[config.mk]
export PLATFORM = sky130hd
export DESIGN_NAME = icmp_type_code_rewrite_checksum
export DESIGN_NICKNAME = d
export VERILOG_FILES = /design/src/hw/rtl/icmprw_pkg.sv /design/src/hw/rtl/icmp_type_code_rewrite_checksum.sv
export SDC_FILE = /design/constraint.sdc
export NUM_CORES = 1
export LEC_CHECK = 0
export ABC_AREA = 1
export BUFFER_PORTS_ARGS = -buffer_cell sky130_fd_sc_hd__buf_2
export CAP_MARGIN = 20
export CORE_MARGIN = 3
export CORE_UTILIZATION = 52
export CTS_BUF_LIST = sky130_fd_sc_hd__clkbuf_4 sky130_fd_sc_hd__clkbuf_8 sky130_fd_sc_hd__clkbuf_16
export DETAILED_ROUTE_END_ITERATION = 16
export GPL_ROUTABILITY_DRIVEN = 1
export GPL_TIMING_DRIVEN = 0
export HOLD_SLACK_MARGIN = 0.03
export PLACE_DENSITY = 0.7
export SETUP_SLACK_MARGIN = 0.05
export SLEW_MARGIN = 10
export SYNTH_ARGS = -nofsm -noshare
export SYNTH_HDL_FRONTEND = slang
export SYNTH_SLANG_ARGS = --single-unit
[constraint.sdc]
create_clock -name aclk -period 8.2 [get_ports aclk]
set_input_delay 0.41 -clock aclk [delete_from_list [all_inputs] [get_ports aclk]]
set_output_delay 0.41 -clock aclk [all_outputs]
set_load 0.01 [all_outputs]
[src/hw/rtl/icmprw_pkg.sv]
// Shared types, constants and ones-complement helpers for the ICMP rewrite block.
package icmprw_pkg;

    typedef enum logic [0:0] {
        CFG_FORCED_TYPE = 1'b0,
        CFG_FORCED_CODE = 1'b1
    } cfg_idx_t;

    localparam int unsigned MIN_IP_HDR_BYTES = 20;
    localparam int unsigned ICMP_HDR_BYTES   = 8;
    // type/code word and checksum word are the first two ICMP words
    localparam int unsigned ICMP_SUM_SKIP    = 4;

    // Two-word ones-complement add with end-around carry.
    function automatic logic [15:0] oc_add2(input logic [15:0] a, input logic [15:0] b);
        logic [16:0] s;
        s = {1'b0, a} + {1'b0, b};
        oc_add2 = s[15:0] + {15'd0, s[16]};
    endfunction

    // Three-word ones-complement sum, folded twice.
    function automatic logic [15:0] oc_add3(input logic [15:0] a, input logic [15:0] b,
                                            input logic [15:0] c);
        logic [17:0] s;
        logic [16:0] t;
        s = {2'd0, a} + {2'd0, b} + {2'd0, c};
        t = {1'b0, s[15:0]} + {15'd0, s[17:16]};
        oc_add3 = t[15:0] + {15'd0, t[16]};
    endfunction

endpackage

[src/hw/rtl/icmp_type_code_rewrite_checksum.sv]
// ICMP type/code rewrite: per-byte IPv4 parse, length checks and ICMP checksum.
// Result path: the last byte's beat goes from the input register through the byte-step stage
//   into the finish register, and the finishing add then fills the output register.
// Throughput: one byte per cycle, sustained; one result beat per packet on the final byte.
// The only holdoff is output backpressure reaching a final byte through the finish stage.
// Reset (aresetn, sync, active low) clears parser, valids, config and forwarded counter.
module icmp_type_code_rewrite_checksum #(
    parameter int unsigned MAX_PACKET_BYTES = 65535
) (
    input  logic                  aclk,
    input  logic                  aresetn,

    // configuration write port
    input  logic                  cfg_we,
    input  icmprw_pkg::cfg_idx_t  cfg_addr,
    input  logic [7:0]            cfg_wdata,

    // byte stream in
    input  logic                  s_tvalid,
    output logic                  s_tready,
    input  logic [7:0]            s_tdata,   // [7:0] data_byte
    input  logic                  s_tlast,   // last_byte

    // result out
    output logic                  m_tvalid,
    input  logic                  m_tready,
    output logic [71:0]           m_tdata,   // [5:0] icmp_offset, [13:6] new_type,
                                             // [21:14] new_code, [37:22] new_checksum,
                                             // [69:38] forwarded_count, [71:70] zero
    output logic                  m_tuser    // drop
);
    import icmprw_pkg::*;

    // byte position width: holds 0..MAX_PACKET_BYTES (saturating)
    localparam int unsigned PW = $clog2(MAX_PACKET_BYTES + 1);

    // ------------------------------------------------------------------
    // configuration registers
    // ------------------------------------------------------------------
    logic [7:0] forced_type_reg;
    logic [7:0] forced_code_reg;

    always_ff @(posedge aclk) begin
        if (!aresetn) begin
            forced_type_reg <= '0;
            forced_code_reg <= '0;
        end else if (cfg_we) begin
            case (cfg_addr)
                CFG_FORCED_TYPE: forced_type_reg <= cfg_wdata;
                CFG_FORCED_CODE: forced_code_reg <= cfg_wdata;
                default: ;
            endcase
        end
    end

    // ------------------------------------------------------------------
    // handshake / pipeline advance
    //   in stage  : registered input beat
    //   fin stage : only final bytes land here (one per packet)
    //   out stage : result beat held until taken
    // ------------------------------------------------------------------
    logic       in_valid_reg;
    logic [7:0] in_byte_reg;
    logic       in_last_reg;

    logic        fin_valid_reg;
    logic        fin_drop_reg;
    logic [5:0]  fin_hdr_reg;
    logic [15:0] fin_sum_reg;
    logic [7:0]  fin_pad_reg;

    logic        out_valid_reg;
    logic        out_drop_reg;
    logic [5:0]  out_offset_reg;
    logic [7:0]  out_type_reg;
    logic [7:0]  out_code_reg;
    logic [15:0] out_cksum_reg;
    logic [31:0] pkt_count_reg;

    logic out_free, fin_ready, fin_move, step, in_load;

    assign out_free  = !out_valid_reg || m_tready;
    assign fin_ready = !fin_valid_reg || out_free;
    assign fin_move  = fin_valid_reg && out_free;
    // a non-final byte only touches parser state, so it never waits
    assign step      = in_valid_reg && (!in_last_reg || fin_ready);
    assign s_tready  = !in_valid_reg || step;
    assign in_load   = s_tvalid && s_tready;

    always_ff @(posedge aclk) begin
        if (!aresetn) begin
            in_valid_reg <= 1'b0;
        end else if (in_load) begin
            in_valid_reg <= 1'b1;
        end else if (step) begin
            in_valid_reg <= 1'b0;
        end
    end

    always_ff @(posedge aclk) begin
        if (in_load) begin
            in_byte_reg <= s_tdata;
            in_last_reg <= s_tlast;
        end
    end

    // ------------------------------------------------------------------
    // byte step: header parse and running ones-complement sum
    // ------------------------------------------------------------------
    logic [PW-1:0] pos_reg,  pos_next;
    logic [5:0]    hdr_reg,  hdr_next;
    logic [15:0]   tot_reg,  tot_next;
    logic [15:0]   sum_reg,  sum_next;
    logic [7:0]    held_reg, held_next;

    logic [15:0] pos16, hdr16, plen16;
    logic        pos_sat, in_icmp, bad;

    always_comb begin
        pos16   = 16'(pos_reg);
        pos_sat = (pos_reg == PW'(MAX_PACKET_BYTES));

        hdr_next = hdr_reg;
        tot_next = tot_reg;
        if (pos_reg == '0) begin
            hdr_next = {in_byte_reg[3:0], 2'b00};
        end else if (pos_reg == PW'(2)) begin
            tot_next = {in_byte_reg, tot_reg[7:0]};
        end else if (pos_reg == PW'(3)) begin
            tot_next = {tot_reg[15:8], in_byte_reg};
        end
        hdr16 = {10'd0, hdr_next};

        // ICMP bytes past type/code/checksum that lie inside the total length
        in_icmp = !pos_sat && (hdr_next >= 6'(MIN_IP_HDR_BYTES)) &&
                  (pos16 >= hdr16 + 16'(ICMP_SUM_SKIP)) && (pos16 < tot_next);

        held_next = held_reg;
        sum_next  = sum_reg;
        if (in_icmp) begin
            // header length is a multiple of four, so word parity follows pos[0]
            if (!pos_reg[0]) begin
                held_next = in_byte_reg;
            end else begin
                sum_next = oc_add2(sum_reg, {held_reg, in_byte_reg});
            end
        end

        pos_next = pos_sat ? pos_reg : pos_reg + PW'(1);
        plen16   = 16'(pos_next);

        bad = (plen16 < 16'(MIN_IP_HDR_BYTES)) ||
              (hdr_next < 6'(MIN_IP_HDR_BYTES)) ||
              (hdr16 > plen16) ||
              (tot_next > plen16) ||
              (tot_next < hdr16 + 16'(ICMP_HDR_BYTES));
    end

    always_ff @(posedge aclk) begin
        if (!aresetn) begin
            pos_reg  <= '0;
            hdr_reg  <= '0;
            tot_reg  <= '0;
            sum_reg  <= '0;
            held_reg <= '0;
        end else if (step) begin
            if (in_last_reg) begin
                pos_reg  <= '0;
                hdr_reg  <= '0;
                tot_reg  <= '0;
                sum_reg  <= '0;
                held_reg <= '0;
            end else begin
                pos_reg  <= pos_next;
                hdr_reg  <= hdr_next;
                tot_reg  <= tot_next;
                sum_reg  <= sum_next;
                held_reg <= held_next;
            end
        end
    end

    // ------------------------------------------------------------------
    // finish stage: captures the packet's totals on its final byte
    // ------------------------------------------------------------------
    always_ff @(posedge aclk) begin
        if (!aresetn) begin
            fin_valid_reg <= 1'b0;
        end else if (step && in_last_reg) begin
            fin_valid_reg <= 1'b1;
        end else if (fin_move) begin
            fin_valid_reg <= 1'b0;
        end
    end

    always_ff @(posedge aclk) begin
        if (step && in_last_reg) begin
            fin_drop_reg <= bad;
            fin_hdr_reg  <= hdr_next;
            fin_sum_reg  <= sum_next;
            // odd ICMP length: last byte pads with a low zero byte
            fin_pad_reg  <= tot_next[0] ? held_next : 8'd0;
        end
    end

    // ------------------------------------------------------------------
    // output stage: add type/code word and pad word, complement
    // ------------------------------------------------------------------
    logic [15:0] final_sum;

    assign final_sum = oc_add3(fin_sum_reg, {forced_type_reg, forced_code_reg},
                               {fin_pad_reg, 8'd0});

    always_ff @(posedge aclk) begin
        if (!aresetn) begin
            out_valid_reg <= 1'b0;
            pkt_count_reg <= '0;
        end else begin
            if (fin_move) begin
                out_valid_reg <= 1'b1;
                if (!fin_drop_reg) begin
                    pkt_count_reg <= pkt_count_reg + 32'd1;
                end
            end else if (m_tready) begin
                out_valid_reg <= 1'b0;
            end
        end
    end

    always_ff @(posedge aclk) begin
        if (fin_move) begin
            out_drop_reg <= fin_drop_reg;
            if (fin_drop_reg) begin
                out_offset_reg <= '0;
                out_type_reg   <= '0;
                out_code_reg   <= '0;
                out_cksum_reg  <= '0;
            end else begin
                out_offset_reg <= fin_hdr_reg;
                out_type_reg   <= forced_type_reg;
                out_code_reg   <= forced_code_reg;
                out_cksum_reg  <= ~final_sum;
            end
        end
    end

    // counter moves in step with the output register, so it always matches the held beat
    assign m_tvalid = out_valid_reg;
    assign m_tuser  = out_drop_reg;
    assign m_tdata  = {2'b00, pkt_count_reg, out_cksum_reg, out_code_reg, out_type_reg,
                       out_offset_reg};

endmodule
==> results.md <==
- Routed wire length: 36300 um
- Pre-CTS setup slack: 1.82 ns
- TritonCTS clock tree: yes
- Final hold vios: 0
- Synth Flop Type: dfxtp_1
- Area delta synth->final: 11.7%
- Max FFs per register: 32
- Fin crit share: 77.8%
- GP Congestion: 0.935
- Final ANT Viol Nets: 0
- TritonRoute pass-1 iters: 6
- Slew Viols, Final: 0
- First-pass GRT wire length: 58500 um
- Commonest non-fill, non-tap cell in the layout: nand2_1
- Tmin final: 6.38 ns
- Largest cells by area after synthesis: edfxtp_1 (18%), dfxtp_1 (17%), nand2_1 (14%)
- Final setup fails: 0
- Startpoint types: register
- Post-CTS setup buffers: 0
- Status: finished clean
- Layout Nets: 2096
- Num rows: 57
- Synthesis Warnings: 0
- Pwr Total: 0.00231 W
- Area taken by multi-input logic gates: 0.00750 mm^2
- Most frequent cells in the layout: nand2_1 (496), inv_1 (240), nor2_1 (182)
- Layout Skew: 0.0172 ns
- Io pins: 98
- # hold bufs at CTS: 0
- Via density: 5.38
- Area leader, netlist: edfxtp_1
- Worst setup margin: 1.82 ns
- Worst skew pair latency: 0.45 ns
- DP HPWL: 28400 um
- RSZ-0062 raised after global routing: no
- # resized after CTS: 0
- Maximum clock path buffer count: 2
- Worst-Margin Slew: 1.04 ns
- WL per Instance: 15.8 um
- Via count: 12400
- Crit path arrival time: 6.59 ns
- Ant. Diodes: 0
- Peak supply drop: 0.000144 V
- Synth cell types: 62
- Global Route Usage Sum: 25.8%
- Residual DRC count: 0
- Die ar.: 0.0276 mm^2
- Fill count: 2343
- Crit path largest cell delay: 0.47 ns
- Share of cells above drive strength 1: 12.6%
- Reg area: 0.00463 mm^2
- Placed cell count: 2263
- Fmax: 157 MHz
- Core Util, Final: 60.2%
- Most common cell on crit path: nand2_1
- WP data required: 8.42 ns
- DRT iter0 DRCs: 1094
- Number of buffers created by CTS: 17
- Congestion Overflow GR: 0
- Worst min path class: input port to register
- Clock tree sinks: 192
- Number of global-route vias before repair: 11400
- Final setup TNS: 0 ns
- Crit. End Element: register
- IO Port Bufs: 94
- Die W: 166 um
- Largest net degree at the start of global routing: 40
- Top cell type's share of synthesized area: 17.8%
- Initial Util: 53.9%
- Initial antenna violation count: 0
- Post-synth EDFFs: 79
- Final Non-Filler Cells: 2296
- Power per cell area: 155 mW/mm^2
- Syn_area_per_cell: 7.24 um^2
- Max_cap viols: 0
- Cell Area, Synth: 0.0133 mm^2
- #FFs+latches synth: 192
- Post-synth ARST share: 0%
- Sequential cell area fraction in the yosys report: 34.7%
- Slew HR: 29.9%
- Core area: 0.0247 mm^2
- CP max FO: 5
- Clock slew at reported path FFs: 0.09 ns
- Height of the die: 166 um
- Post-Synthesis Cells: 1843
- H-Tree Level Count: 4
- Clock Tree Root: clkbuf_16
- Crit Path Class: register to register
- Slowest cell on the critical path: fa_1
- LEAKAGE: 6.69 nW
## layer usage
layer	vias to the layer above	global-route usage (%)	routed length, um
met5	-	0	0
met4	0	7.38	833
met3	55	4.52	2140
met2	332	42.9	17000
met1	5706	34.7	16300
li1	6270	-	-
## cells by family (layout without fill, tap and decap cells)
| kind of cell | count (synthesis) | count (layout) | synth area share [%] |
|---|---|---|---|
| buffers and inverters | 299 | 427 | 9.04 |
| DFF | 192 | 192 | 34.7 |
| and+or+nand+nor | 929 | 929 | 31.0 |
| AOI/OAI and AO/OA | 280 | 280 | 11.9 |
| adders and majority gates | 114 | 114 | 11.3 |
| other | 1 | 2 | 0.0281 |
| xor gates and xnor gates | 28 | 28 | 1.95 |
## where the power goes
group	leakage (nW)	switching, W	internal, W	total [W]
clock network	0.309	0.000477	0.000436	0.000914
logic	4.83	0.000249	0.000120	0.000369
registers	1.55	0.0000163	0.00101	0.00103
total	6.69	0.000743	0.00157	0.00231
## path summary, 6_finish.rpt
check                  from                 to  slack, ns  cells past startpoint
min reg2reg      hdr_reg[1]         hdr_reg[1]       0.44                      2
max          fin_sum_reg[9]  out_cksum_reg[14]       1.82                     35
max reg2reg  fin_sum_reg[9]  out_cksum_reg[14]       1.82                     35
min              s_tdata[3]     in_byte_reg[3]       0.14                      1
## critical path: cells and delay by family, from the launching register on
| kind | cells | cell delay [ns] |
|---|---|---|
| and+or+nand+nor | 22 | 2.80 |
| AOI/OAI and AO/OA | 6 | 1.08 |
| DFF | 1 | 0.43 |
| xor gates and xnor gates | 1 | 0.23 |
| buffers and inverters | 1 | 0.07 |
| adders and majority gates | 5 | 1.54 |
## cell type report
cell class                      count  share of cell area [%]
Buffer                             47                    1.71
Multi-Input combinational cell   1353                    50.4
Clock buffer                       17                    2.85
Clock inverter                     15                    1.49
Timing Repair Buffer               96                    3.39
Inverter                          252                    6.38
Tap cell                          324                    2.72
Sequential cell                   192                    31.1
## synth_stat cells (10+ instances only)
library cell	n
clkbuf_1	30
inv_1	241
a21oi_1	158
xnor2_1	11
nor2_4	10
nor3_1	22
nand3_2	19
nand4_1	51
nor2_1	182
nand3_1	84
a21oi_2	14
o21ai_0	65
edfxtp_1	79
fa_1	11
ha_1	103
nand2_1	496
nand2_2	24
dfxtp_1	113
xor2_1	15
## through the flow
step,area [um^2],hold WS (ns)
after floorplan,13300,0.415
after global placement,14200,0.427
after detailed placement,14200,0.433
after CTS,14900,0.132
after global routing,14900,0.130
final,14900,0.139
(Power assumes the default switching activity.)
